<file path="src/rtl/core/scf_pkg.sv">
// scf_pkg: shared types, widths and register codes of the sphere frustum culler
// no dependencies; used by every module under rtl/core
`default_nettype none

package scf_pkg;

   // sizing
   localparam int MAX_INSTANCES = 65536;
   localparam int MAX_PLANES    = 6;
   localparam int CNT_W         = $clog2(MAX_INSTANCES) + 1;

   // fixed field widths
   localparam int COORD_W      = 16;
   localparam int INDEX_W      = 16;
   localparam int FRAME_CNT_W  = 17;
   localparam int TOTAL_W      = 32;
   localparam int R2_W         = 32;
   localparam int PROD_W       = 32;
   localparam int DIST_W       = 34;
   localparam int MAG_W        = 32;
   localparam int SQ_W         = 64;
   localparam int OFFSET_SHIFT = 14;
   localparam int R2_SHIFT     = 28;

   // configuration port
   localparam int CSR_IDX_W  = 3;
   localparam int CSR_DATA_W = 64;
   localparam logic [CSR_IDX_W-1:0] REG_PLANE_ZERO    = 3'd0;
   localparam logic [CSR_IDX_W-1:0] REG_PLANES_IN_USE = 3'd6;
   localparam logic [CSR_IDX_W-1:0] REG_CULL_EN       = 3'd7;
   localparam logic [2:0]           PLANES_IN_USE_RST = 3'd6;

   // result queue
   localparam int FIFO_DEPTH = 4;
   localparam int FIFO_PTR_W = $clog2(FIFO_DEPTH);
   localparam int FIFO_CNT_W = FIFO_PTR_W + 1;

   // result kinds
   localparam logic KIND_INDEX   = 1'b0;
   localparam logic KIND_SUMMARY = 1'b1;

   // input transaction
   typedef struct packed {
      logic                      frame_end;
      logic signed [COORD_W-1:0] scale_z;
      logic signed [COORD_W-1:0] scale_y;
      logic signed [COORD_W-1:0] scale_x;
      logic signed [COORD_W-1:0] pos_z;
      logic signed [COORD_W-1:0] pos_y;
      logic signed [COORD_W-1:0] pos_x;
   } req_type;

   // result transaction
   typedef struct packed {
      logic                   kind;
      logic [INDEX_W-1:0]     instance_index;
      logic [FRAME_CNT_W-1:0] frame_culled;
      logic [FRAME_CNT_W-1:0] frame_visible;
      logic [TOTAL_W-1:0]     culled_total;
      logic                   last;
   } rsp_type;

   // one plane register: offset on top, normal below
   typedef struct packed {
      logic signed [COORD_W-1:0] w;
      logic signed [COORD_W-1:0] nz;
      logic signed [COORD_W-1:0] ny;
      logic signed [COORD_W-1:0] nx;
   } plane_type;

   // instance as it travels down the cell chain
   typedef struct packed {
      logic                      valid;
      logic signed [COORD_W-1:0] pos_x;
      logic signed [COORD_W-1:0] pos_y;
      logic signed [COORD_W-1:0] pos_z;
      logic [R2_W-1:0]           r2;
      logic                      frame_end;
      logic                      culled;
   } item_type;

endpackage

`default_nettype wire

</file>
<file path="src/rtl/core/scf_radius.sv">
// scf_radius: two-stage squared radius of the scale vector, entry of the cell chain
// depends on scf_pkg
`default_nettype none

module scf_radius (
   input  wire logic             clock,
   input  wire logic             reset,
   input  wire logic             adv,
   input  wire logic             req_take,
   input  wire scf_pkg::req_type req,
   output scf_pkg::item_type     item_o
);

   scf_pkg::req_type            s1_req_ff;
   logic                        s1_valid_ff;
   logic signed [scf_pkg::PROD_W-1:0] sq_x_ff, sq_y_ff, sq_z_ff;
   logic signed [scf_pkg::PROD_W-1:0] sq_x_in, sq_y_in, sq_z_in;
   scf_pkg::item_type           s2_item_ff, s2_item_in;

   // squares of the scale components
   always_comb begin
      sq_x_in = req.scale_x * req.scale_x;
      sq_y_in = req.scale_y * req.scale_y;
      sq_z_in = req.scale_z * req.scale_z;
   end

   // sum of squares and item build
   always_comb begin
      s2_item_in.valid     = s1_valid_ff;
      s2_item_in.pos_x     = s1_req_ff.pos_x;
      s2_item_in.pos_y     = s1_req_ff.pos_y;
      s2_item_in.pos_z     = s1_req_ff.pos_z;
      s2_item_in.r2        = scf_pkg::R2_W'($unsigned(sq_x_ff))
                           + scf_pkg::R2_W'($unsigned(sq_y_ff))
                           + scf_pkg::R2_W'($unsigned(sq_z_ff));
      s2_item_in.frame_end = s1_req_ff.frame_end;
      s2_item_in.culled    = 1'b0;
   end

   always_ff @(posedge clock) begin
      if (reset) begin
         s1_valid_ff      <= 1'b0;
         s2_item_ff.valid <= 1'b0;
      end else if (adv) begin
         s1_valid_ff <= req_take;
         s1_req_ff   <= req;
         sq_x_ff     <= sq_x_in;
         sq_y_ff     <= sq_y_in;
         sq_z_ff     <= sq_z_in;
         s2_item_ff  <= s2_item_in;
      end
   end

   assign item_o = s2_item_ff;

endmodule

`default_nettype wire

</file>
<file path="config.mk">
export PLATFORM = sky130hd
export DESIGN_NAME = scf_radius
export DESIGN_NICKNAME = d
export VERILOG_FILES = /design/src/rtl/core/scf_pkg.sv /design/src/rtl/core/scf_radius.sv
export SDC_FILE = /design/constraint.sdc
export NUM_CORES = 2
export LEC_CHECK = 0
export ABC_AREA = 1
export BUFFER_PORTS_ARGS = -buffer_cell sky130_fd_sc_hd__buf_2
export CAP_MARGIN = 25
export CELL_PAD_IN_SITES_DETAIL_PLACEMENT = 0
export CELL_PAD_IN_SITES_GLOBAL_PLACEMENT = 1
export CORE_UTILIZATION = 40
export CTS_CLUSTER_DIAMETER = 60
export DETAILED_ROUTE_END_ITERATION = 10
export PLACE_DENSITY_LB_ADDON = 0.1
export SYNTH_ARGS = -nofsm -noshare
export SYNTH_HDL_FRONTEND = slang
export SYNTH_SLANG_ARGS = --single-unit
</file>
<file path="constraint.sdc">
create_clock -name clock -period 17.6 [get_ports clock]
set_input_delay 3.52 -clock clock [delete_from_list [all_inputs] [get_ports clock]]
set_output_delay 3.52 -clock clock [all_outputs]
set_load 0.1 [all_outputs]
</file>
==> results.md <==
- Total gr overflow: 0
- Initial DRC Count: 1333
- Crit share post-route: 50.28%
- Top Ports: 184
- Initial Util: about two fifths
- Buffer depth of the longest clock path: 3
- DIE WIDTH: 313.5 um
- First-pass GRT wire length: between 150 and 200 mm
- Largest net degree at the start of global routing: 82
- Top cell type's share of synthesized area: 37.81%
- Gate Count Post-Synth: roughly 4500
- Worst Tran Pin Value: ~1000 ps
- Setup violations, final: 0
- Fmax achieved: around 110 MHz
- Top delay family on crit path: adder cells
- Fillers: a little under 10000
- Setup Skew: approximately 14 ps
- Slowest cell on crit path: fa_1
- Mapped Area: just under 40000 um2
- Initial antenna violation count: 0
- Multi-input logic area: approximately 27000 um2
- Crit-path cells: buf_2 > clkinv_1 > or2_2 > fa_1 > fa_1 > fa_1 > inv_1 > fa_1 > inv_1 > fa_1 > inv_1 > fa_1 > ha_1 > inv_1 > nor3_1 > nand2_1 > nor3_1 > nand2_1 > nand3_1 > nand2_1
- Post-layout nets: just under 6000
- Peak per-stage delay on the critical path: roughly 570 ps
- Reg area: ~6700 um2
- Max_slew headroom: around a third
- Detail Route Antenna Nets: 0
- Share of cells above drive strength 1: around 5.8%
- Number of flops mapped to enable cells by yosys: 223
- Synth async-reset ratio: 0%
- GRT Resource Usage Total: about a fifth
- Top_reg_cell synth: edfxtp_1
- Crit path buffers/inverters: 6
- Antenna fix cells: 0
- Most Frequent Cell on Critical Path: fa_1
- Hold Vio Cnt, Final: 0
- Area leader, netlist: fa_1
- Final Max Slew Viols: 0
- Vias in the first global route: 29110
- DR WL/cell: 15.53 um
- Tmin final: roughly 8800 ps
- Gp weighted congestion: between 0.8 and 0.9
- RSZ-0062 raised after global routing: false
- WP data required: between 15000 and 20000 ps
- Min Hold Slack: 409.8 ps
- Type of origin of the critical path: primary input
- Clock root buffer: clkbuf_16
- DIE AREA: between 90000 and 100000 um2
- Worst min path class: reg2reg
- Synth warnings: 0
- Clk sink count: about 230
- Seq/Total Area, Yosys: 17.36%
- Synth area leaders: fa_1 38%, edfxtp_1 17%, inv_1 13%, nand2_1 11%, ha_1 9.7%
- WL final: ~92 mm
- DR vias/cell: about 4.6
- Status: finished, final reports clean
- Die Y: around 310 um
- Cell variety after synth: 39
- Hold Buf Count CTS: 0
- Num rows: ~110
- Via count: between 20000 and 30000
- Area grow syn2layout: 8.104%
- Setup crit end kind: register
- Core ar.: about 96000 um2
- CTS tree: done
- Setup tns final: 0 ps
- TritonRoute pass-1 iters: 5
- Post-CTS Setup Inserts: 0
- Cts bufs inserted: 29
- H-tree Lvls: 1
- Synth Area per Inst: 8.575 um2
- CP Data Arrival Time: about 9200 ps
- Clk Latency, worst-skew pair: approximately 570 ps
- Critical setup path kind: in2reg
- Post-CTS resize count: 0
- Yosys reg bits: ~230
- Clock transition at path regs: 60 ps
- Max FO, Critical Path: 22
- I/O Buffers: approximately 180
- HPWL after detailed placement: about 80 mm
- DRC errors left: 0
- Fin util: 43.90%
- # Max-Cap Violations: 0
metrics by stage:
step	instances	instance area (um2)	setup WS, ps
6_report	5936	41960	8751
3_3_place_gp	5882	40980	8188
5_1_grt	5936	41960	8361
3_5_place_dp	5882	40980	8156
4_1_cts	5936	41960	8753
2_1_floorplan	4529	38820	3896
path summary, 6_finish.rpt:
check,depth (start not counted),endpoint,start,slack [ps]
setup reg to reg,9,item_o[31],sq_x_ff[23],14900
hold reg to reg,0,item_o[38],s1_req_ff[36],410
setup / recovery,20,sq_x_ff[30],req[63],8750
hold / removal,0,item_o[38],s1_req_ff[36],410
placed cells by master, fill, tap and decap left out, types with 47 or more instances in the layout:
cell and count:
inv_1 1365, nand2_1 1091, fa_1 733, ha_1 302, edfxtp_1 223, buf_2 182, nor2_1 178, nand3_1 134
xor2_1 91, a21oi_1 90, nand4_1 47
synth_stat cells (6+ instances only):
| cell | instances |
|---|---|
| clkbuf_1 | 95 |
| a21oi_1 | 90 |
| nor3_1 | 32 |
| ha_1 | 302 |
| a21o_1 | 6 |
| or2_2 | 9 |
| o21ai_0 | 21 |
| inv_1 | 1365 |
| edfxtp_1 | 223 |
| nand2_1 | 1091 |
| o21bai_1 | 34 |
| fa_1 | 733 |
| nor2_1 | 179 |
| a31o_2 | 6 |
| nand3_1 | 134 |
| xnor2_1 | 15 |
| xor2_1 | 91 |
| nand4_1 | 47 |
| nand3b_1 | 9 |
| and2_1 | 7 |
| nor2_2 | 6 |
sequential cells by signal, indices dropped and copies added (netlist names):
name / flops
s1_req_ff: 49
sq_y_ff: 31
item_o: 82
sq_x_ff: 31
s1_valid_ff: 1
sq_z_ff: 31
layer usage:
layer	vias to the layer above	global-route usage (%)	wire (um)
li1	13440	-	-
met2	418	32.44	42170
met1	13360	29.42	46270
met4	0	2.373	1008
met3	62	1.062	2764
met5	-	0	0
area by class of cell:
type | count | share of cell area, %
Tap cell | 1265 | 3.772
Multi-Input combinational cell | 2836 | 63.35
Clock inverter | 20 | 0.5576
Sequential cell | 225 | 16.06
Timing Repair Buffer | 185 | 2.225
Clock buffer | 34 | 1.774
Inverter | 1371 | 12.27
logic make-up (layout without fill, tap and decap cells):
kind of cell / Yosys count / in the layout / synth area share (%)
buf+inv: 1468 / 1610 / 14.21
compound gates: 162 / 162 / 2.456
other cells: 1 / 4 / 0.009662
simple gates: 1529 / 1529 / 16.03
fa+ha+maj: 1035 / 1035 / 47.54
flops: 225 / 225 / 17.36
xor+xnor: 106 / 106 / 2.392
Power is not shown: default switching activity piles up to over one toggle a cycle in this logic, so the estimate is an artifact.
