--- src/rtl/core/scf_pkg.sv ---
// scf_pkg: shared types, widths and register codes of the sphere frustum culler
// no dependencies; used by every module under rtl/core
`default_nettype none

package scf_pkg;

   // sizing
   localparam int MAX_INSTANCES = 65536;
   localparam int MAX_PLANES    = 6;
   localparam int CNT_W         = $clog2(MAX_INSTANCES) + 1;

   // fixed field widths
   localparam int COORD_W      = 16;
   localparam int INDEX_W      = 16;
   localparam int FRAME_CNT_W  = 17;
   localparam int TOTAL_W      = 32;
   localparam int R2_W         = 32;
   localparam int PROD_W       = 32;
   localparam int DIST_W       = 34;
   localparam int MAG_W        = 32;
   localparam int SQ_W         = 64;
   localparam int OFFSET_SHIFT = 14;
   localparam int R2_SHIFT     = 28;

   // configuration port
   localparam int CSR_IDX_W  = 3;
   localparam int CSR_DATA_W = 64;
   localparam logic [CSR_IDX_W-1:0] REG_PLANE_ZERO    = 3'd0;
   localparam logic [CSR_IDX_W-1:0] REG_PLANES_IN_USE = 3'd6;
   localparam logic [CSR_IDX_W-1:0] REG_CULL_EN       = 3'd7;
   localparam logic [2:0]           PLANES_IN_USE_RST = 3'd6;

   // result queue
   localparam int FIFO_DEPTH = 4;
   localparam int FIFO_PTR_W = $clog2(FIFO_DEPTH);
   localparam int FIFO_CNT_W = FIFO_PTR_W + 1;

   // result kinds
   localparam logic KIND_INDEX   = 1'b0;
   localparam logic KIND_SUMMARY = 1'b1;

   // input transaction
   typedef struct packed {
      logic                      frame_end;
      logic signed [COORD_W-1:0] scale_z;
      logic signed [COORD_W-1:0] scale_y;
      logic signed [COORD_W-1:0] scale_x;
      logic signed [COORD_W-1:0] pos_z;
      logic signed [COORD_W-1:0] pos_y;
      logic signed [COORD_W-1:0] pos_x;
   } req_type;

   // result transaction
   typedef struct packed {
      logic                   kind;
      logic [INDEX_W-1:0]     instance_index;
      logic [FRAME_CNT_W-1:0] frame_culled;
      logic [FRAME_CNT_W-1:0] frame_visible;
      logic [TOTAL_W-1:0]     culled_total;
      logic                   last;
   } rsp_type;

   // one plane register: offset on top, normal below
   typedef struct packed {
      logic signed [COORD_W-1:0] w;
      logic signed [COORD_W-1:0] nz;
      logic signed [COORD_W-1:0] ny;
      logic signed [COORD_W-1:0] nx;
   } plane_type;

   // instance as it travels down the cell chain
   typedef struct packed {
      logic                      valid;
      logic signed [COORD_W-1:0] pos_x;
      logic signed [COORD_W-1:0] pos_y;
      logic signed [COORD_W-1:0] pos_z;
      logic [R2_W-1:0]           r2;
      logic                      frame_end;
      logic                      culled;
   } item_type;

endpackage

`default_nettype wire

--- src/rtl/core/scf_tally.sv ---
// scf_tally: frame counters, running culled total and the result queue
// depends on scf_pkg
`default_nettype none

module scf_tally (
   input  wire logic              clock,
   input  wire logic              reset,
   input  wire scf_pkg::item_type item_i,
   output logic                   adv,
   output logic                   rsp_valid,
   input  wire logic              rsp_ready,
   output scf_pkg::rsp_type       rsp_data
);

   logic [scf_pkg::CNT_W-1:0]      next_index_ff, next_index_in;
   logic [scf_pkg::CNT_W-1:0]      culled_ff, culled_in, culled_new;
   logic [scf_pkg::CNT_W-1:0]      visible_ff, visible_in, visible_new;
   logic [scf_pkg::TOTAL_W-1:0]    total_ff, total_in;

   scf_pkg::rsp_type               fifo_mem [scf_pkg::FIFO_DEPTH];
   logic [scf_pkg::FIFO_PTR_W-1:0] wr_ptr_ff, wr_ptr_in, wr_ptr_next;
   logic [scf_pkg::FIFO_PTR_W-1:0] rd_ptr_ff, rd_ptr_in;
   logic [scf_pkg::FIFO_CNT_W-1:0] count_ff, count_in;

   logic take, counted, is_cull, is_vis, is_sum, pop, push_a, push_b;
   scf_pkg::rsp_type idx_rsp, sum_rsp, first_rsp;

   // room for two results gates the whole chain
   assign adv = count_ff <= scf_pkg::FIFO_CNT_W'(scf_pkg::FIFO_DEPTH - 2);

   // counter update for the transaction leaving the chain
   always_comb begin
      take        = adv & item_i.valid;
      counted     = next_index_ff < scf_pkg::CNT_W'(scf_pkg::MAX_INSTANCES);
      is_cull     = take & counted & item_i.culled;
      is_vis      = take & counted & ~item_i.culled;
      is_sum      = take & item_i.frame_end;
      culled_new  = culled_ff + scf_pkg::CNT_W'(is_cull);
      visible_new = visible_ff + scf_pkg::CNT_W'(is_vis);
      if (is_cull && (total_ff != '1)) begin
         total_in = total_ff + scf_pkg::TOTAL_W'(1);
      end else begin
         total_in = total_ff;
      end
      if (is_sum) begin
         next_index_in = '0;
         culled_in     = '0;
         visible_in    = '0;
      end else begin
         next_index_in = next_index_ff + scf_pkg::CNT_W'(is_cull | is_vis);
         culled_in     = culled_new;
         visible_in    = visible_new;
      end
   end

   // result build
   always_comb begin
      idx_rsp.kind           = scf_pkg::KIND_INDEX;
      idx_rsp.instance_index = scf_pkg::INDEX_W'(next_index_ff);
      idx_rsp.frame_culled   = '0;
      idx_rsp.frame_visible  = '0;
      idx_rsp.culled_total   = '0;
      idx_rsp.last           = ~item_i.frame_end;

      sum_rsp.kind           = scf_pkg::KIND_SUMMARY;
      sum_rsp.instance_index = '0;
      sum_rsp.frame_culled   = scf_pkg::FRAME_CNT_W'(culled_new);
      sum_rsp.frame_visible  = scf_pkg::FRAME_CNT_W'(visible_new);
      sum_rsp.culled_total   = total_in;
      sum_rsp.last           = 1'b1;

      push_a    = is_vis | is_sum;
      push_b    = is_vis & is_sum;
      first_rsp = is_vis ? idx_rsp : sum_rsp;
   end

   // queue pointers
   always_comb begin
      pop         = rsp_valid & rsp_ready;
      wr_ptr_next = wr_ptr_ff + scf_pkg::FIFO_PTR_W'(1);
      wr_ptr_in   = wr_ptr_ff + scf_pkg::FIFO_PTR_W'(push_a) + scf_pkg::FIFO_PTR_W'(push_b);
      rd_ptr_in   = rd_ptr_ff + scf_pkg::FIFO_PTR_W'(pop);
      count_in    = count_ff + scf_pkg::FIFO_CNT_W'(push_a) + scf_pkg::FIFO_CNT_W'(push_b)
                  - scf_pkg::FIFO_CNT_W'(pop);
   end

   always_ff @(posedge clock) begin
      if (reset) begin
         next_index_ff <= '0;
         culled_ff     <= '0;
         visible_ff    <= '0;
         total_ff      <= '0;
         wr_ptr_ff     <= '0;
         rd_ptr_ff     <= '0;
         count_ff      <= '0;
      end else begin
         next_index_ff <= next_index_in;
         culled_ff     <= culled_in;
         visible_ff    <= visible_in;
         total_ff      <= total_in;
         wr_ptr_ff     <= wr_ptr_in;
         rd_ptr_ff     <= rd_ptr_in;
         count_ff      <= count_in;
      end
   end

   // queue storage
   always_ff @(posedge clock) begin
      if (push_a) begin
         fifo_mem[wr_ptr_ff] <= first_rsp;
      end
      if (push_b) begin
         fifo_mem[wr_ptr_next] <= sum_rsp;
      end
   end

   assign rsp_valid = count_ff != '0;
   assign rsp_data  = fifo_mem[rd_ptr_ff];

`ifndef NO_ASSERTIONS
   // queue never overfills
   a_count_bound: assert property (@(posedge clock) disable iff (reset)
      count_ff <= scf_pkg::FIFO_CNT_W'(scf_pkg::FIFO_DEPTH))
      else $error("result queue overfilled");

   // every counted instance is either culled or visible
   a_count_split: assert property (@(posedge clock) disable iff (reset)
      (culled_ff + visible_ff) == next_index_ff)
      else $error("frame counts disagree with instance index");

   // index never passes the frame limit
   a_index_bound: assert property (@(posedge clock) disable iff (reset)
      next_index_ff <= scf_pkg::CNT_W'(scf_pkg::MAX_INSTANCES))
      else $error("instance index beyond frame limit");

   // a frame end restarts the frame
   a_frame_restart: assert property (@(posedge clock) disable iff (reset)
      is_sum |=> (next_index_ff == '0) && (culled_ff == '0) && (visible_ff == '0))
      else $error("frame state not cleared after summary");

   // running total never goes down
   a_total_mono: assert property (@(posedge clock) disable iff (reset)
      1'b1 |=> total_ff >= $past(total_ff))
      else $error("culled total decreased");
`endif

endmodule

`default_nettype wire

--- config.mk ---
export PLATFORM = sky130hd
export DESIGN_NAME = scf_tally
export DESIGN_NICKNAME = d
export VERILOG_FILES = /design/src/rtl/core/scf_pkg.sv /design/src/rtl/core/scf_tally.sv
export SDC_FILE = /design/constraint.sdc
export NUM_CORES = 1
export LEC_CHECK = 0
export BUFFER_PORTS_ARGS = -buffer_cell sky130_fd_sc_hd__buf_2
export CORE_UTILIZATION = 43
export CTS_CLUSTER_SIZE = 25
export DETAILED_ROUTE_END_ITERATION = 8
export SYNTH_ARGS = -nofsm -noshare
export SYNTH_HDL_FRONTEND = slang
export SYNTH_SLANG_ARGS = --single-unit
export TNS_END_PERCENT = 20
--- constraint.sdc ---
create_clock -name clock -period 4.2 [get_ports clock]
set_input_delay 0.63 -clock clock [delete_from_list [all_inputs] [get_ports clock]]
set_output_delay 0.63 -clock clock [all_outputs]
set_load 0.1 [all_outputs]
==> results.txt, run 1 <==
WP depth -> 12
Slew Viols, Final -> 0
Multi-input combinational cell area -> 0.006325 mm2
Dpl cells -> 1971
DRT Wirelength -> 42420 um
Vias in the first global route -> 11552
Cell taking the most area after synthesis -> edfxtp_1
Post-synthesis cell area -> 0.01790 mm2
Area growth syn-to-layout -> 14.84%
Clk_lat worst skew -> 0.56 ns
Final HPWL from detailed placement -> 25810 um
Area post-placement -> 0.01913 mm2
Util after Layout -> 50.22%
Max VDD drop -> 0.0003749 V
Placeable Area -> 0.04092 mm2
Post-synth cell types -> 61
Synth top area cells -> edfxtp_1 44%, dfxtp_1 18%, mux4_2 11%, nor2_1 5.7%, a21oi_1 3.0%
Final period utilization -> 81.06%
Synth warn -> 0
Final min period -> 3.404 ns
Skew final -> 0.01246 ns
Worst slew pin tran -> 1.051 ns
Syn_area_per_cell -> 12.77 um2
Die Area -> 0.04244 mm2
Hold depth -> 2
Total power -> 14.00 mW
Nets -> 1585
Power Dens Cells -> 681.1 mW/mm2
Setup bufs post-CTS -> 0
Post-DR wirelength/cell -> 20.69 um
FF-to-FF path depth -> 12
Fmax -> 293.7 MHz
Crit Path Max Fanout -> 6
Cell count after synthesis -> 1401
Final hold vios -> 0
Setup violations, final -> 0
Post-CTS sizing -> 0
Initial antenna violation count -> 3
Non-filler cells, final -> 2050
Leak -> 6.729 nW
Iteration-0 DRC Markers -> 750
Dpl ws -> 0.6950 ns
Die Y -> 206.0 um
Final instance area -> 0.02055 mm2
Hold_ws -> 0.4415 ns
Area fraction of the dominant cell type after synthesis -> 44.30%
CTS tree -> built
GPL Wtd Cong -> 0.8404
Asr flop ratio synth -> 0%
Routed via count -> 11494
Total grt overflow -> 0
Fill count -> 3568
Ys flop type -> edfxtp_1
Clock sinks -> 426
Max Cap Viol -> 0
DRT antenna net count -> 0
#FFs+latches synth -> 426
Simple-gate portion of the synthesized area -> 12.99%
Mux share of post-synthesis cell area -> 10.74%
Hold buffer count at cts -> 0
Crit path buf inv count -> 2
Layout cell share with drive strength beyond 1 -> 19.84%
Worst-path cell chain -> inv_1 > ha_1 > and2_1 > o21ai_1 > inv_1 > ha_1 > ha_1 > and3_1 > and4_1 > nand4_1 > xor2_1 > nor2_1
Critical Path RT -> 4.49 ns
Crit path arrival time -> 3.70 ns
Setup TNS -> 0 ns
Synth Net Count -> 1501
# IOs -> 172
GRT Total Usage -> 20.51%
Status -> finished clean
Vias per std cell -> 5.607
CTS H-Tree Depth -> 2
Critical-path top delay cell -> o21ai_1
First-pass GRT wire length -> 66210 um
Min setup slack post-route -> 0.7957 ns
Nature of the critical path startpoint -> flop
Xor/xnor share of the synthesized area -> 2.545%
Hold crit path type -> reg -> reg
Reg clk slew, reported paths -> 0.06 ns
Crit path max-delay family -> simple AND/OR/NAND/NOR gates
DR pass1 iterations -> 5
Rows -> 74
Total area of sequential cells -> 0.01118 mm2
RSZ-0062 raised after global routing -> false
Die Wd -> 206.0 um
Port Buf Inserts -> 91
Bufs on Longest Clock Path -> 3
Max incr delay on CP -> 0.43 ns
Sequential fraction of the synthesis area -> 62.42%
Post-synth EDFFs -> 264
Main combinational cell family by area after synthesis -> simple AND/OR/NAND/NOR gates
Slew HR -> 29.91%
Drt drc -> 0
Largest net degree at the start of global routing -> 46
CP dominant cell by count -> ha_1
CTS Buf Count -> 44
Synth Area in Compound Gates -> 7.907%
CP Class -> reg -> reg
Root buf cell -> clkbuf_16
Post-Synth Adder-Cell Area -> 1.105%
Setup crit end kind -> flop
Initial core utilization -> 43.73%
[registers in the layout, summed over array words and instances, names as in the netlist]
signal         count
fifo_mem         336
next_index_ff     17
rd_ptr_ff          2
visible_ff        17
count_ff           3
wr_ptr_ff          2
total_ff          32
culled_ff         17
[kinds of logic after synthesis]
kind of cell / Yosys count
simple gates: 491
flops: 426
compound gates: 222
buf+inv: 109
mux: 87
xor+xnor: 52
fa+ha+maj: 14
[power breakdown]
group / total (mW) / switching, mW / internal, mW
registers: 5.21 / 0.259 / 4.95
logic: 4.95 / 3.84 / 1.11
clock network: 3.84 / 1.59 / 2.25
total: 14.0 / 5.68 / 8.31
[final timing paths]
path                   start              end  slack, ns
max              count_ff[1]  fifo_mem[1][49]       0.80
min          fifo_mem[2][83]  fifo_mem[2][83]       0.44
max reg2reg      count_ff[1]  fifo_mem[1][49]       0.80
min reg2reg  fifo_mem[2][83]  fifo_mem[2][83]       0.44
[metal layers]
metal	track usage [%]	up-vias	wire, um
li1	-	5393	-
met1	28.28	5783	19100
met2	33.81	262	20540
met3	3.043	52	2111
met4	5.488	4	638
met5	0	-	27
[layout by cell type (no fill, tap or decap), types with 3 or more instances in the layout]
master and instances:
or2_2 6, clkbuf_16 46, fa_1 3, or3_1 17, or4_1 8, ha_1 11, inv_2 4, nor2_1 270
clkbuf_8 7, a22oi_1 16, and2_1 23, buf_4 19, and4_1 12, nand2b_1 4, and3_1 16, inv_1 19
mux4_2 84, nor2b_1 5, nand2_1 36, buf_12 14, nor4_1 7, nand4_1 19, nor3_1 15, a22o_1 49
nor3b_1 3, o21ai_0 21, xor2_1 31, edfxtp_1 264, nand3_1 35, xnor2_1 21, clkinv_2 9, dfxtp_1 160
mux2i_1 3, clkbuf_1 9, buf_2 91, a21oi_1 109, o31ai_1 7
[cell type report]
| type | instances | share of cell area [%] |
|---|---|---|
| Antenna cell | 1 | 0.01218 |
| Inverter | 23 | 0.4200 |
| Clock inverter | 15 | 0.6392 |
| Tap cell | 532 | 3.239 |
| Clock buffer | 63 | 6.258 |
| Multi-Input combinational cell | 866 | 30.77 |
| Timing Repair Buffer | 124 | 4.273 |
| Sequential cell | 426 | 54.39 |
[worst reg2reg max path, delay by kind of cell (launching register included)]
family                   cells  cell delay, ns
AND/OR/NAND/NOR              5            0.98
flip-flops                   1            0.37
XOR/XNOR                     1            0.36
AO/OA/AOI/OAI                1            0.43
adder cells (fa/ha/maj)      3            0.75
buffers and inverters        2            0.26
[synth_stat cells, types with 2 or more instances]
cell      instances
or3_1            17
inv_1            23
or4_1             8
mux2i_1           3
nand3_1          35
buf_1            20
mux4_2           84
dfxtp_1         162
nand2b_1          6
o31ai_1           7
nor2b_1           5
clkbuf_1         64
nand4_1          19
and4_1           12
fa_1              3
or2_2             6
nor4_1            7
and2_1           23
xnor2_1          21
nor3_1           15
xor2_1           31
o21ai_1           2
a211oi_1          2
ha_1             11
nor3b_1           3
a21oi_1         109
a22oi_1          16
and3_1           16
a22o_1           49
nand2_1          36
a31o_2            2
nor2_1          272
o21ai_0          21
edfxtp_1        264
Power figures use the tool's default switching activity.
==> run 2, diff against run 1 <==
- ABC_AREA: default -> 1
- clock period: 4.2 -> 3.5 ns (I/O delays scaled with it)
==> results.txt, run 2 <==
Reg2reg start -> count_ff[1]
Die Area -> 0.04570 mm2
Util after Layout -> 49.77%
Worst slew pin tran -> 1.188 ns
Iteration-0 DRC Markers -> 1057
Clk_lat worst skew -> 0.59 ns
Final HPWL from detailed placement -> 30120 um
Initial core utilization -> 43.61%
Reg clk slew, reported paths -> 0.06 ns
Hold Crit Start -> fifo_mem[0][83]
Area growth syn-to-layout -> 14.12%
WHS Endpoint -> fifo_mem[0][83]
Top cells by count, synth -> 525 x nor2_1, 443 x nand2_1, 264 x edfxtp_1, 199 x o21ai_0, 162 x dfxtp_1
Bufs on Longest Clock Path -> 3
Reg power frac -> 31.5%
#FFs+latches synth -> 426
Internal power -> 10.07 mW
Slew Viols, Final -> 0
Die Wd -> 213.8 um
Setup crit end kind -> output pin
Setup violations, final -> 0
GRT Total Usage -> 22.45%
Worst reg2reg setup slack -> 0.57 ns
Cell count after synthesis -> 2243
Leak -> 8.424 nW
Asr flop ratio synth -> 0%
Final period utilization -> 94.42%
Max VDD drop -> 0.0008426 V
FF-to-FF path depth -> 14
Final hold vios -> 0
Post-DR wirelength/cell -> 17.09 um
Sw power -> 9.177 mW
Post-CTS sizing -> 0
Hold buffer count at cts -> 0
Initial antenna violation count -> 1
Vias per std cell -> 5.200
Net switching fraction of the power -> 47.68%
# IOs -> 172
Syn_area_per_cell -> 8.598 um2
Nature of the critical path startpoint -> flop
Antenna cells -> 0
Cell taking the most area after synthesis -> edfxtp_1
Power Dens Cells -> 874.5 mW/mm2
Max Cap Viol -> 0
Register name with the most flops -> fifo_mem
Drt drc -> 0
Post-synth cell types -> 36
DRT Wirelength -> 50220 um
Comb power frac -> 42.8%
Final min period -> 3.305 ns
Sequential fraction of the synthesis area -> 57.92%
Largest register FFs -> 336
Clock power frac -> 25.6%
Top Registers -> fifo_mem (336), total_ff (32)
Synth Net Count -> 2343
Setup bufs post-CTS -> 0
Post-synth EDFFs -> 264
Die Y -> 213.8 um
RSZ-0062 raised after global routing -> false
CP Class -> reg -> out
Nets -> 2409
Fill count -> 4125
Post-synthesis cell area -> 0.01929 mm2
Critical Path RT -> 2.97 ns
Routed via count -> 15284
Ys flop type -> edfxtp_1
Fmax -> 302.6 MHz
FF-to-FF End -> fifo_mem[3][49]
Commonest non-fill, non-tap cell in the layout -> nor2_1
Port Buf Inserts -> 91
DR pass1 iterations -> 5
CTS H-Tree Depth -> 2
Crit path arrival time -> 2.78 ns
Most frequent cell after synthesis -> nor2_1
Area fraction of the dominant cell type after synthesis -> 41.11%
Vias in the first global route -> 14911
Slew HR -> 20.28%
Layout cell share with drive strength beyond 1 -> 11.08%
Clock sinks -> 426
Synth top area cells -> edfxtp_1 41%, dfxtp_1 17%, nor2_1 10%, nand2_1 8.6%, o21ai_0 5.2%
CTS Buf Count -> 47
Largest net degree at the start of global routing -> 169
Status -> finished clean
GPL Wtd Cong -> 0.8698
CTS tree -> built
Crit Path Max Fanout -> 78
Setup TNS -> 0 ns
Most frequent cells in the layout -> 525 x nor2_1, 440 x nand2_1, 264 x edfxtp_1, 198 x o21ai_0, 160 x dfxtp_1
Hold depth -> 2
Hold crit path type -> reg -> reg
Placeable Area -> 0.04422 mm2
Skew final -> 0.02198 ns
Rows -> 77
Root buf cell -> clkbuf_16
Synth warn -> 0
Total grt overflow -> 0
DRT antenna net count -> 0
First-pass GRT wire length -> 79420 um
==> run 2: routing by layer <==
metal	GRT usage (%)	wire (um)	vias to the layer above
li1	-	-	7514
met1	29.22	22230	7306
met2	38.14	23850	377
met3	4.042	3003	85
met4	6.478	1134	2
met5	0	10	-
==> run 2: cell families (layout without fill, tap and decap cells) <==
kind of cell               Yosys count  after routing  share of synthesized area [%]
AOI/OAI and AO/OA                  332            332                          9.180
xor gates and xnor gates            38             38                          1.726
adders and majority gates           14             14                          1.025
buffers and inverters              288            392                          5.988
DFF                                426            426                          57.92
and+or+nand+nor                   1145           1145                          24.16
==> run 2: cell type report <==
class,count,area [um2],area share [%]
clock buffers,67,1321,6.003
clock inverters,20,222.7,1.012
inverters,171,644.4,2.928
multi-input cells,1529,6988,31.75
flip-flops and latches,426,11180,50.78
well taps,592,740.7,3.366
repair buffers,134,915.9,4.161
==> run 2: power groups by stage <==
stage	registers [mW]	clock network, mW	logic [mW]
floorplan	6.14	0	6.51
global placement	6.16	0	8.22
detailed placement	6.18	0	8.27
CTS	6.07	5.05	8.29
global route	6.12	5.23	8.67
finish	6.07	4.94	8.24
==> run 2: how the worst max path moves through the flow <==
| stage | to | cells past startpoint | slack, ns | start |
|---|---|---|---|---|
| after global routing | rsp_data[10] | 5 | 0.01 | rd_ptr_ff[0] |
| final | rsp_data[11] | 5 | 0.20 | rd_ptr_ff[0] |
| after global placement | fifo_mem[2][49] | 12 | 0.59 | item_i[0] |
| after floorplan | rsp_data[77] | 6 | 0.20 | rd_ptr_ff[0] |
| after detailed placement | fifo_mem[3][49] | 14 | 0.53 | count_ff[1] |
| after CTS | rsp_data[10] | 5 | 0.15 | rd_ptr_ff[0] |
==> run 2: per-stage QoR <==
step / total power [mW] / setup WS [ns] / hold WS, ns / cell area [um2] / instances
2_1_floorplan: 12.64 / 0.1959 / 0.4207 / 19290 / 2243
3_3_place_gp: 14.38 / 0.5898 / 0.4352 / 20460 / 2852
3_5_place_dp: 14.45 / 0.5270 / 0.4372 / 20460 / 2852
4_1_cts: 19.41 / 0.1460 / 0.4546 / 22010 / 2939
5_1_grt: 20.02 / 0.01426 / 0.4697 / 22010 / 2939
6_report: 19.25 / 0.1954 / 0.4521 / 22010 / 2939
==> run 2: critical path, stage by stage, from the launching register on <==
cell and delay, ns:
dfxtp_4 0.36, inv_4 0.59, buf_4 0.40, o21ai_0 0.12
o22ai_1 0.23, buf_2 0.49
